==> src/hw/rtl/hns_pkg.sv <==
// ----------------------------------------------------------------------------
// hns_pkg
// Types and constants shared by the height-map normal stencil modules.
// ----------------------------------------------------------------------------
package hns_pkg;

  localparam int CFG_IDX_W  = 2;
  localparam int CFG_DATA_W = 16;
  localparam int GW_W       = 11;
  localparam int GH_W       = 16;
  localparam int RES_W      = 16;
  localparam int NORM_W     = 16;
  localparam int OUT_COL_W  = 10;
  localparam int ROW_W      = 16;
  localparam int SQ_W       = 30;
  localparam int SUM_W      = 62;
  localparam int ROOT_W     = 31;
  localparam int ROOT_TOP   = 60;
  localparam int DIV_W      = 47;
  localparam int QUO_W      = 16;
  localparam int FRAC_W     = 16;

  localparam int SQ_STEPS   = 4;
  localparam int ROOT_STEPS = 31;
  localparam int DIV_STEPS  = 16;

  localparam logic [CFG_IDX_W-1:0] REG_GRID_WIDTH      = 2'd0;
  localparam logic [CFG_IDX_W-1:0] REG_GRID_HEIGHT     = 2'd1;
  localparam logic [CFG_IDX_W-1:0] REG_CELL_RESOLUTION = 2'd2;

  localparam logic [GW_W-1:0]  GRID_WIDTH_RST      = 11'd1024;
  localparam logic [GH_W-1:0]  GRID_HEIGHT_RST     = 16'd1024;
  localparam logic [RES_W-1:0] CELL_RESOLUTION_RST = 16'd256;

  localparam logic [QUO_W-2:0] Q_MAX = 15'h7FFF;

  // result slots of one input, in emission order
  localparam logic [1:0] EMIT_UP_LEFT  = 2'd0;
  localparam logic [1:0] EMIT_UP_LAST  = 2'd1;
  localparam logic [1:0] EMIT_CUR_LEFT = 2'd2;
  localparam logic [1:0] EMIT_CUR_LAST = 2'd3;

  localparam logic [1:0] COMP_X = 2'd0;
  localparam logic [1:0] COMP_Y = 2'd1;
  localparam logic [1:0] COMP_Z = 2'd2;

  typedef struct packed {
    logic       capture;
    logic       load;
    logic       shift;
    logic       sq;
    logic       root_init;
    logic       root_step;
    logic       div_init;
    logic       div_step;
    logic       div_store;
    logic       present;
    logic       update;
    logic       last;
    logic [1:0] sel;
    logic [1:0] sq_idx;
    logic [1:0] comp;
  } hns_cmd_t;

  typedef struct packed {
    logic [3:0] en;
    logic       out_done;
  } hns_status_t;

endpackage

==> src/hw/rtl/hns_ctrl.sv <==
// ----------------------------------------------------------------------------
// hns_ctrl
// Sequencer: row read, per-result square/root/divide steps, output handoff.
// ----------------------------------------------------------------------------
module hns_ctrl import hns_pkg::*; (
  input  logic        clk,
  input  logic        rst,
  input  logic        in_valid,
  output logic        in_ready,
  input  hns_status_t status,
  output hns_cmd_t    cmd
);

  localparam logic [3:0] S_IDLE      = 4'd0;
  localparam logic [3:0] S_READ      = 4'd1;
  localparam logic [3:0] S_SEL       = 4'd2;
  localparam logic [3:0] S_LOAD      = 4'd3;
  localparam logic [3:0] S_SHIFT     = 4'd4;
  localparam logic [3:0] S_SQ        = 4'd5;
  localparam logic [3:0] S_ROOT_INIT = 4'd6;
  localparam logic [3:0] S_ROOT      = 4'd7;
  localparam logic [3:0] S_DIV_INIT  = 4'd8;
  localparam logic [3:0] S_DIV       = 4'd9;
  localparam logic [3:0] S_DIV_STORE = 4'd10;
  localparam logic [3:0] S_PRESENT   = 4'd11;
  localparam logic [3:0] S_WAIT      = 4'd12;
  localparam logic [3:0] S_UPDATE    = 4'd13;

  logic [3:0] state, state_next;
  logic [4:0] cnt, cnt_next;
  logic [1:0] emit, emit_next;
  logic [1:0] comp, comp_next;
  logic [3:0] later_mask;

  assign in_ready   = (state == S_IDLE);
  assign later_mask = 4'b1110 << emit;

  always_comb begin
    state_next = state;
    cnt_next   = cnt;
    emit_next  = emit;
    comp_next  = comp;
    case (state)
      S_IDLE: begin
        if (in_valid) begin
          state_next = S_READ;
        end
      end
      S_READ: begin
        emit_next  = EMIT_UP_LEFT;
        state_next = S_SEL;
      end
      S_SEL: begin
        if (status.en[emit]) begin
          state_next = S_LOAD;
        end else if (emit == EMIT_CUR_LAST) begin
          state_next = S_UPDATE;
        end else begin
          emit_next = emit + 2'd1;
        end
      end
      S_LOAD: begin
        state_next = S_SHIFT;
      end
      S_SHIFT: begin
        cnt_next   = '0;
        state_next = S_SQ;
      end
      S_SQ: begin
        cnt_next = cnt + 5'd1;
        if (cnt == 5'(SQ_STEPS - 1)) begin
          state_next = S_ROOT_INIT;
        end
      end
      S_ROOT_INIT: begin
        cnt_next   = '0;
        state_next = S_ROOT;
      end
      S_ROOT: begin
        cnt_next = cnt + 5'd1;
        if (cnt == 5'(ROOT_STEPS - 1)) begin
          comp_next  = COMP_X;
          state_next = S_DIV_INIT;
        end
      end
      S_DIV_INIT: begin
        cnt_next   = '0;
        state_next = S_DIV;
      end
      S_DIV: begin
        cnt_next = cnt + 5'd1;
        if (cnt == 5'(DIV_STEPS - 1)) begin
          state_next = S_DIV_STORE;
        end
      end
      S_DIV_STORE: begin
        if (comp == COMP_Z) begin
          state_next = S_PRESENT;
        end else begin
          comp_next  = comp + 2'd1;
          state_next = S_DIV_INIT;
        end
      end
      S_PRESENT: begin
        state_next = S_WAIT;
      end
      S_WAIT: begin
        if (status.out_done) begin
          if (emit == EMIT_CUR_LAST) begin
            state_next = S_UPDATE;
          end else begin
            emit_next  = emit + 2'd1;
            state_next = S_SEL;
          end
        end
      end
      S_UPDATE: begin
        state_next = S_IDLE;
      end
      default: begin
        state_next = S_IDLE;
      end
    endcase
  end

  always_ff @(posedge clk) begin
    if (rst) begin
      state <= S_IDLE;
      cnt   <= '0;
      emit  <= EMIT_UP_LEFT;
      comp  <= COMP_X;
    end else begin
      state <= state_next;
      cnt   <= cnt_next;
      emit  <= emit_next;
      comp  <= comp_next;
    end
  end

  always_comb begin
    cmd           = '0;
    cmd.capture   = (state == S_IDLE) && in_valid;
    cmd.load      = (state == S_LOAD);
    cmd.shift     = (state == S_SHIFT);
    cmd.sq        = (state == S_SQ);
    cmd.root_init = (state == S_ROOT_INIT);
    cmd.root_step = (state == S_ROOT);
    cmd.div_init  = (state == S_DIV_INIT);
    cmd.div_step  = (state == S_DIV);
    cmd.div_store = (state == S_DIV_STORE);
    cmd.present   = (state == S_PRESENT);
    cmd.update    = (state == S_UPDATE);
    cmd.last      = ((status.en & later_mask) == 4'd0);
    cmd.sel       = emit;
    cmd.sq_idx    = cnt[1:0];
    cmd.comp      = comp;
  end

endmodule

==> config.mk <==
export PLATFORM = sky130hd
export DESIGN_NAME = hns_ctrl
export DESIGN_NICKNAME = d
export VERILOG_FILES = /design/src/hw/rtl/hns_pkg.sv /design/src/hw/rtl/hns_ctrl.sv
export SDC_FILE = /design/constraint.sdc
export NUM_CORES = 1
export LEC_CHECK = 0
export BUFFER_PORTS_ARGS = -buffer_cell sky130_fd_sc_hd__buf_2
export CORE_MARGIN = 3
export CORE_UTILIZATION = 53
export DETAILED_ROUTE_END_ITERATION = 10
export PLACE_DENSITY = 0.76
export SYNTH_ARGS = -nofsm -noshare
export SYNTH_HDL_FRONTEND = slang
export SYNTH_SLANG_ARGS = --single-unit
==> constraint.sdc <==
create_clock -name clk -period 2.2 [get_ports clk]
set_clock_uncertainty 0.2 [all_clocks]
set_input_delay 0.44 -clock clk [delete_from_list [all_inputs] [get_ports clk]]
set_output_delay 0.44 -clock clk [all_outputs]
set_load 0.02 [all_outputs]
==> results of run 1 <==
[state kept, by name, summed over array words and instances (netlist names)]
name and count:
emit 2, cnt 5, state 4, comp 2
[power by group through the flow]
stage               clock network [mW]  logic [mW]  registers (mW)
floorplan                            0       0.771           0.316
global placement                     0       0.895           0.397
detailed placement                   0       0.918           0.400
CTS                              0.148       0.919           0.397
global route                     0.164        1.01           0.414
finish                           0.142       0.922           0.401
[cell usage after synthesis, drive strengths merged (2+ instances only)]
cell type and count:
nand3 4, inv 8, nand4 2, a311oi 2, a31oi 2, nor3 6
nand2 11, and2 2, nor2b 6, nor2 16, o22ai 2, nand3b 2
or4 2, o21ai 7, clkbuf 4, buf 7, a21oi 17, nor4 3
ha 7, dfxtp 13, nor3b 4, nand2b 4
[worst reg2reg max path, stage by stage, from the launching register on]
cell and delay [ns]:
dfxtp_2 0.38, ha_1 0.20, and3_1 0.16, ha_1 0.13, and3b_1 0.17, o211ai_2 0.21, o31a_1 0.22, a21oi_1 0.09
a311oi_2 0.22
[per-layer routing]
| metal | routed length, um | vias up | GRT usage |
|---|---|---|---|
| li1 | - | 589 | - |
| met1 | 1250 | 536 | 0.296 |
| met2 | 1300 | 30 | 0.387 |
| met3 | 121 | 0 | 0.0172 |
| met4 | 0 | 0 | 0.0699 |
| met5 | 0 | - | 0 |
[per-stage QoR]
stage | utilization | area, um^2
final | 0.702 | 1300
after global routing | 0.702 | 1300
after CTS | 0.700 | 1300
after detailed placement | 0.685 | 1270
after global placement | 0.685 | 1270
after floorplan | - | 1120
[area by class of cell]
class / instances / share of cell area
timing repair buffer: 33 / 0.140
inverter: 8 / 0.0230
tap: 25 / 0.0240
multi-input combinational: 116 / 0.589
clock buffer: 4 / 0.0202
sequential: 13 / 0.203
[final timing paths]
check / from / to
worst max-delay path: state[1] / cmd[17]
worst min-delay path: comp[1] / comp[1]
worst min register to register: comp[1] / comp[1]
worst max register to register: cnt[0] / state[3]
[kinds of logic (layout without fill, tap and decap cells)]
| kind of cell | count (synthesis) | count (layout) | share of synthesized area |
|---|---|---|---|
| buf+inv | 19 | 45 | 0.0841 |
| flops | 13 | 13 | 0.233 |
| compound gates | 40 | 40 | 0.249 |
| mux | 2 | 2 | 0.0291 |
| simple gates | 67 | 67 | 0.326 |
| fa+ha+maj | 7 | 7 | 0.0785 |
==> impl_metrics.yaml, run 1 <==
global_routing:
  antenna_found_initial: 0
  gr-total-overflow: 0
  grt_pass1_wl_mm: 4.67
  grt_max_degree: 16
  grt_usage: 0.225
  grt_pass1_vias: 1067
synthesis:
  syn_nets: 163
  synth-main-ff-cell: "dfxtp_1"
  synth_cells: 148
  ys_warn_count: 0
  yosysTopAreaCellShare: 0.233
  syn-cell-area_um2: 1120
  synth_edf_count: 0
  async_flop_share: 0
  syn_avg_cell_area_um2: 7.54
  ys_seq_area_frac: 0.233
  synth_largest_area_cell: "dfxtp_1"
  synth-seq-cells: 13
  synth.distinct_cells: 45
  synth.area.top_cells: "dfxtp_1 (23%), ha_1 (7.8%), a21oi_1 (7.2%)"
critical_path:
  arrival_ns: 1.43
  reg2reg_slack_ns: 0.14
  criticalPathCategory: "reg2out"
  critPathLaunchType: "flop"
  crit_fanout: 12
  crit_family: "simple AND/OR/NAND/NOR gates"
  slowest_stage: "dfxtp_2"
  crit_required_ns: 1.56
  end_kind: "primary output"
  cp_cell_sequence: "buf_4 -> nor4_2 -> and2_1 -> buf_2"
  critPathBufInv: 2
  rr_worst_depth: 8
  path_depth: 4
  max_stage_delay_ns: 0.39
pwr:
  pwr-share-clk: 0.097
  powerDensity_nw_per_um2: 1120
  power_frac_seq: 0.274
  internal_power_mw: 0.733
  vdd_drop_max_mv: 0.755
  p_switching_mw: 0.731
  leakagePower_nw: 0.529
  power_frac_comb: 0.629
  netSwitchingFraction: 0.499
  power.total_mw: 1.46
floorplanning:
  start_util: 0.601
  core_area_um2: 1860
  die_y_um: 51.9
  die_w_um: 51.9
  placementRows: 15
  dieArea_um2: 2690
  ioPinCount: 27
final_layout:
  diodes: 0
  fin_nets: 190
  final_common_cell: "buf_2"
  most-common-layout-cells: "buf_2 (26), nor2_1 (16), a21oi_1 (16), nand2_1 (11), dfxtp_1 (9)"
  fin_cells: 199
  syn_to_final_growth_pct: 16.8
  multi_input_area_um2: 768
  num-fill-cells: 165
  seqCellArea_um2: 265
  final_layout_size_suffix_gt1_frac: 0.287
hold_path:
  worstHoldPathCells: 2
  hp-class: "reg2reg"
clock_tree:
  clock-sinks: 13
  clk_path_buf_depth: 2
  cts_hold_buf: 0
  clk_pin_slew_ns: 0.08
  htreeDepth: 1
  post_cts_buffers: 0
  cts_buffers: 3
  cts_tree: "yes"
  cts_root_buf: "clkbuf_4"
  clock_latency_ns: 0.27
  ctsResizeCount: 1
drt:
  drt_iter0_drc: 49
  dr.pass1.iters: 5
  via_per_inst: 5.80
  via_count: 1155
  avgRoutedWirePerCell_um: 13.5
  drc: 0
  drt_wl_total_mm: 2.68
  ant_nets: 0
sta:
  setup-tns-final_ns: 0
  maxSlewHeadroom: 0.706
  tightest_slew_ns: 0.442
  rsz0062_at_grt: "no"
  max_freq_mhz: 483
  hold_ws_ns: 0.281
  hold_viol: 0
  finalCritPeriodShare: 0.941
  finalWorstSetupSlack_ns: 0.130
  fin_crit_ns: 2.07
  slew_viol_final: 0
  setup_viol: 0
placement:
  dp_slack_ns: 0.0652
  dp_cells: 195
  post-dp-hpwl_mm: 2.09
  port_buffers: 26
  place_congestion: 0.850
status:
  status: "complete, no violations"
flow_run:
  cap_violations: 0
(Power assumes the default switching activity.)
==> run 2, diff against run 1 <==
MAX_ROUTING_LAYER = met4   (was not set)
==> impl_metrics.yaml, run 2 (synthesis gave the netlist of run 1 again) <==
status:
  status: "complete, no violations"
pwr:
  p_switching_mw: 0.755
  power.total_mw: 1.49
  power_frac_comb: 0.617
  powerDensity_nw_per_um2: 1140
  vdd_drop_max_mv: 0.853
  internal_power_mw: 0.735
  power_frac_seq: 0.275
  netSwitchingFraction: 0.507
  pwr-share-clk: 0.108
  leakagePower_nw: 0.530
global_routing:
  grt_max_degree: 16
  grt_usage: 0.236
  grt_pass1_wl_mm: 4.62
  grt_pass1_vias: 1037
  gr-total-overflow: 0
  antenna_found_initial: 0
placement:
  port_buffers: 26
  post-dp-hpwl_mm: 2.12
  place_congestion: 0.881
  dp_slack_ns: 0.0198
  placement.cell_area_um2: 1270
sta:
  tightest_slew_ns: 0.446
  slew_viol_final: 0
  hold_viol: 0
  maxSlewHeadroom: 0.702
  fin_crit_ns: 2.11
  setup-tns-final_ns: 0
  max_freq_mhz: 474
  finalCritPeriodShare: 0.960
  finalWorstSetupSlack_ns: 0.0888
  rsz0062_at_grt: "no"
  setup_viol: 0
drt:
  via_per_inst: 5.98
  drt_iter0_drc: 58
  drc: 0
  avgRoutedWirePerCell_um: 14.2
  drt_wl_total_mm: 2.82
  dr.pass1.iters: 4
  via_count: 1190
  ant_nets: 0
floorplanning:
  die_w_um: 51.9
  die_y_um: 51.9
  core_area_um2: 1860
  placementRows: 15
  ioPinCount: 27
  start_util: 0.601
  dieArea_um2: 2690
clock_tree:
  clock-sinks: 13
  clk_path_buf_depth: 2
  clk_pin_slew_ns: 0.10
  htreeDepth: 1
  cts_root_buf: "clkbuf_4"
  cts_tree: "yes"
  clock_latency_ns: 0.30
  cts_buffers: 3
  cts_hold_buf: 0
final_layout:
  largest_reg_flops: 5
  fin_nets: 190
  final_layout_size_suffix_gt1_frac: 0.310
  stdcell_area_um2: 1310
  final_common_cell: "buf_2"
  max_flop_register: "cnt"
  diodes: 0
  most-common-layout-cells: "buf_2 (26), nor2_1 (16), a21oi_1 (16), nand2_1 (11), inv_1 (8)"
  final_util: 0.706
  syn_to_final_growth_pct: 17.6
  top_regs: "cnt: 5 flops, state: 4 flops"
flow_run:
  cap_violations: 0
critical_path:
  criticalPathCategory: "reg2out"
  arrival_ns: 1.47
  end_kind: "primary output"
  critPathLaunchType: "flop"
  crit_fanout: 15
  crit_required_ns: 1.56
hold_path:
  hp-class: "reg2reg"
[run 2: changes by cell type in the layout (fill, tap and decap cells not counted), sizes merged]
cell	previous run	this run
clkbuf	4	3
clkinv	0	1
[run 2: cell type report]
class / instances / area [um^2]
well taps: 25 / 31.3
inverters: 8 / 30.0
fillers: 154 / 546
clock buffers: 3 / 22.5
repair buffers: 33 / 183
clock inverters: 1 / 5.00
flip-flops and latches: 13 / 270
multi-input cells: 116 / 771
[run 2: worst paths after layout]
kind / start / endpoint / slack, ns / depth (start not counted)
setup / recovery: state[0] / cmd[17] / 0.09 / 4
hold / removal: comp[1] / comp[1] / 0.28 / 2
setup reg to reg: cnt[1] / state[3] / 0.12 / 8
hold reg to reg: comp[1] / comp[1] / 0.28 / 2
[run 2: routing by layer]
layer	vias up	GRT usage	wire, um
met5	-	-	0
met4	0	0.109	52
met3	6	0.0573	271
met2	59	0.381	1300
met1	532	0.274	1200
li1	593	-	-
[run 2: metrics by stage]
step / instances / hold WS, ns
global placement: 195 / 0.253
CTS: 199 / 0.280
finish: 199 / 0.282
detailed placement: 195 / 0.268
global route: 199 / 0.294
floorplan: 148 / 0.280
[run 2: timing repair]
action / in CTS / in global routing
setup buffers: 0 / 0
resized for setup: 1 / 7
endpoints found under the setup margin: 2 / 13
hold endpoints to repair: 0 / 0
pin swaps: 0 / 0
[run 2: worst max-delay path, cell delays in order (launching register included)]
cell,delay [ns]
dfxtp_2,0.42
buf_4,0.18
nor4_2,0.27
and2_1,0.15
buf_2,0.16
[run 2: power groups by stage]
stage,logic (mW),registers (mW),clock network (mW)
after CTS,0.915,0.403,0.162
after floorplan,0.771,0.316,0
after detailed placement,0.912,0.406,0
final,0.919,0.410,0.161
after global placement,0.889,0.401,0
after global routing,1.01,0.428,0.174
==> run 3, diff against run 2 <==
CTS_BUF_LIST = sky130_fd_sc_hd__clkbuf_16   (was not set)
==> impl_metrics.yaml, run 3 (synthesis gave the netlist of run 1 again) <==
status:
  status: "complete, no violations"
critical_path:
  crit_fanout: 6
  arrival_ns: 2.05
  criticalPathCategory: "reg2reg"
  critPathLaunchType: "flop"
  reg2reg_slack_ns: 0.11
  end_kind: "flop"
  rr_worst_depth: 8
  timing.rr.end: "state[3]"
  r2r_start: "cnt[0]"
  cp-endpoint: "state[3]"
  crit_start: "cnt[0]"
  crit_required_ns: 2.16
final_layout:
  fin_cells: 199
  diodes: 0
  seqCellArea_um2: 267
  largest_reg_flops: 5
  final_layout_size_suffix_gt1_frac: 0.305
  top_regs: "cnt: 5 flops, state: 4 flops"
  stdcell_area_um2: 1360
  max_flop_register: "cnt"
  num-fill-cells: 148
  fin_nets: 190
  final_common_cell: "buf_2"
  syn_to_final_growth_pct: 22.0
  most-common-layout-cells: "buf_2 (26), nor2_1 (16), a21oi_1 (16), nand2_1 (11)"
  multi_input_area_um2: 771
drt:
  via_per_inst: 5.87
  drt_iter0_drc: 66
  ant_nets: 0
  avgRoutedWirePerCell_um: 14.7
  dr.pass1.iters: 5
  drc: 0
  via_count: 1169
  drt_wl_total_mm: 2.93
flow_run:
  cap_violations: 0
pwr:
  power_frac_comb: 0.549
  leakagePower_nw: 0.552
  netSwitchingFraction: 0.463
  vdd_drop_max_mv: 1.13
  p_switching_mw: 0.784
  power_frac_seq: 0.244
  pwr-share-clk: 0.207
  internal_power_mw: 0.910
  powerDensity_nw_per_um2: 1240
  power.total_mw: 1.69
floorplanning:
  dieArea_um2: 2690
  start_util: 0.601
  ioPinCount: 27
  die_y_um: 51.9
  core_area_um2: 1860
  placementRows: 15
  die_w_um: 51.9
placement:
  dp_cells: 195
  post-dp-hpwl_mm: 2.12
  port_buffers: 26
  placement.cell_area_um2: 1270
  place_congestion: 0.881
clock_tree:
  post_cts_buffers: 0
  clk_pin_slew_ns: 0.05
  clk_path_buf_depth: 2
  htreeDepth: 1
  cts_buffers: 3
  cts_root_buf: "clkbuf_16"
  clock-sinks: 13
  cts_hold_buf: 0
  clock_latency_ns: 0.25
  cts_tree: "yes"
sta:
  slew_viol_final: 0
  tightest_slew_ns: 0.450
  setup-tns-final_ns: 0
  fin_crit_ns: 2.09
  max_freq_mhz: 479
  hold_viol: 0
  maxSlewHeadroom: 0.700
  rsz0062_at_grt: "no"
  finalCritPeriodShare: 0.950
  setup_viol: 0
global_routing:
  grt_pass1_wl_mm: 4.65
  grt_max_degree: 16
  antenna_found_initial: 0
  grt_usage: 0.236
  grt_pass1_vias: 1020
  gr-total-overflow: 0
hold_path:
  hp-class: "reg2reg"
run 3: power by group through the flow:
stage	sequential [mW]	combinational, mW	clock, mW
after floorplan	0.316	0.771	0
after global placement	0.401	0.889	0
after detailed placement	0.406	0.912	0
after CTS	0.402	0.922	0.353
after global routing	0.427	1.01	0.361
final	0.413	0.929	0.351
run 3: per-layer routing:
| metal | share of wire | vias to the layer above | routed length (um) | global-route usage |
|---|---|---|---|---|
| met5 | 0 | - | 0 | - |
| met4 | 0.028 | 0 | 82 | 0.0742 |
| met3 | 0.089 | 8 | 260 | 0.0544 |
| met2 | 0.45 | 58 | 1320 | 0.393 |
| met1 | 0.43 | 515 | 1260 | 0.281 |
| li1 | - | 588 | - | - |
run 3: metrics by stage:
step                      worst slack (ns)   util  hold slack [ns]
final                                0.111  0.733            0.276
after global routing              0.000314  0.733            0.287
after CTS                          0.00318  0.729            0.274
after detailed placement            0.0198  0.685            0.268
after global placement               0.178  0.685            0.253
after floorplan                     0.0744      -            0.280
run 3: layout make-up:
| cell class | instances | share of cell area |
|---|---|---|
| inverter | 8 | 0.0221 |
| clock inverter | 1 | 0.00368 |
| tap | 25 | 0.0230 |
| sequential | 13 | 0.196 |
| multi-input combinational | 116 | 0.566 |
| timing repair buffer | 33 | 0.134 |
| clock buffer | 3 | 0.0551 |
run 3: how the worst min path moves through the flow:
stage,slack [ns],from,cells after the start,endpoint
2_1_floorplan,0.28,cnt[3],2,cnt[3]
3_3_place_gp,0.25,comp[0],2,comp[0]
3_5_place_dp,0.27,comp[1],2,comp[1]
4_1_cts,0.27,comp[1],2,comp[1]
5_1_grt,0.29,comp[1],2,comp[1]
6_report,0.28,comp[1],2,comp[1]
run 3: what timing repair did:
action / in CTS / in global routing
pin swaps: 0 / 1
endpoints found under the setup margin: 1 / 6
gates resized for setup: 1 / 5
run 3: critical path, stage by stage (launching register included):
cell and delay, ns:
dfxtp_2 0.36, ha_2 0.21, and3_1 0.17, ha_1 0.13
and3b_1 0.20, o211ai_2 0.20, o31a_1 0.21, a21oi_1 0.09
a311oi_2 0.23
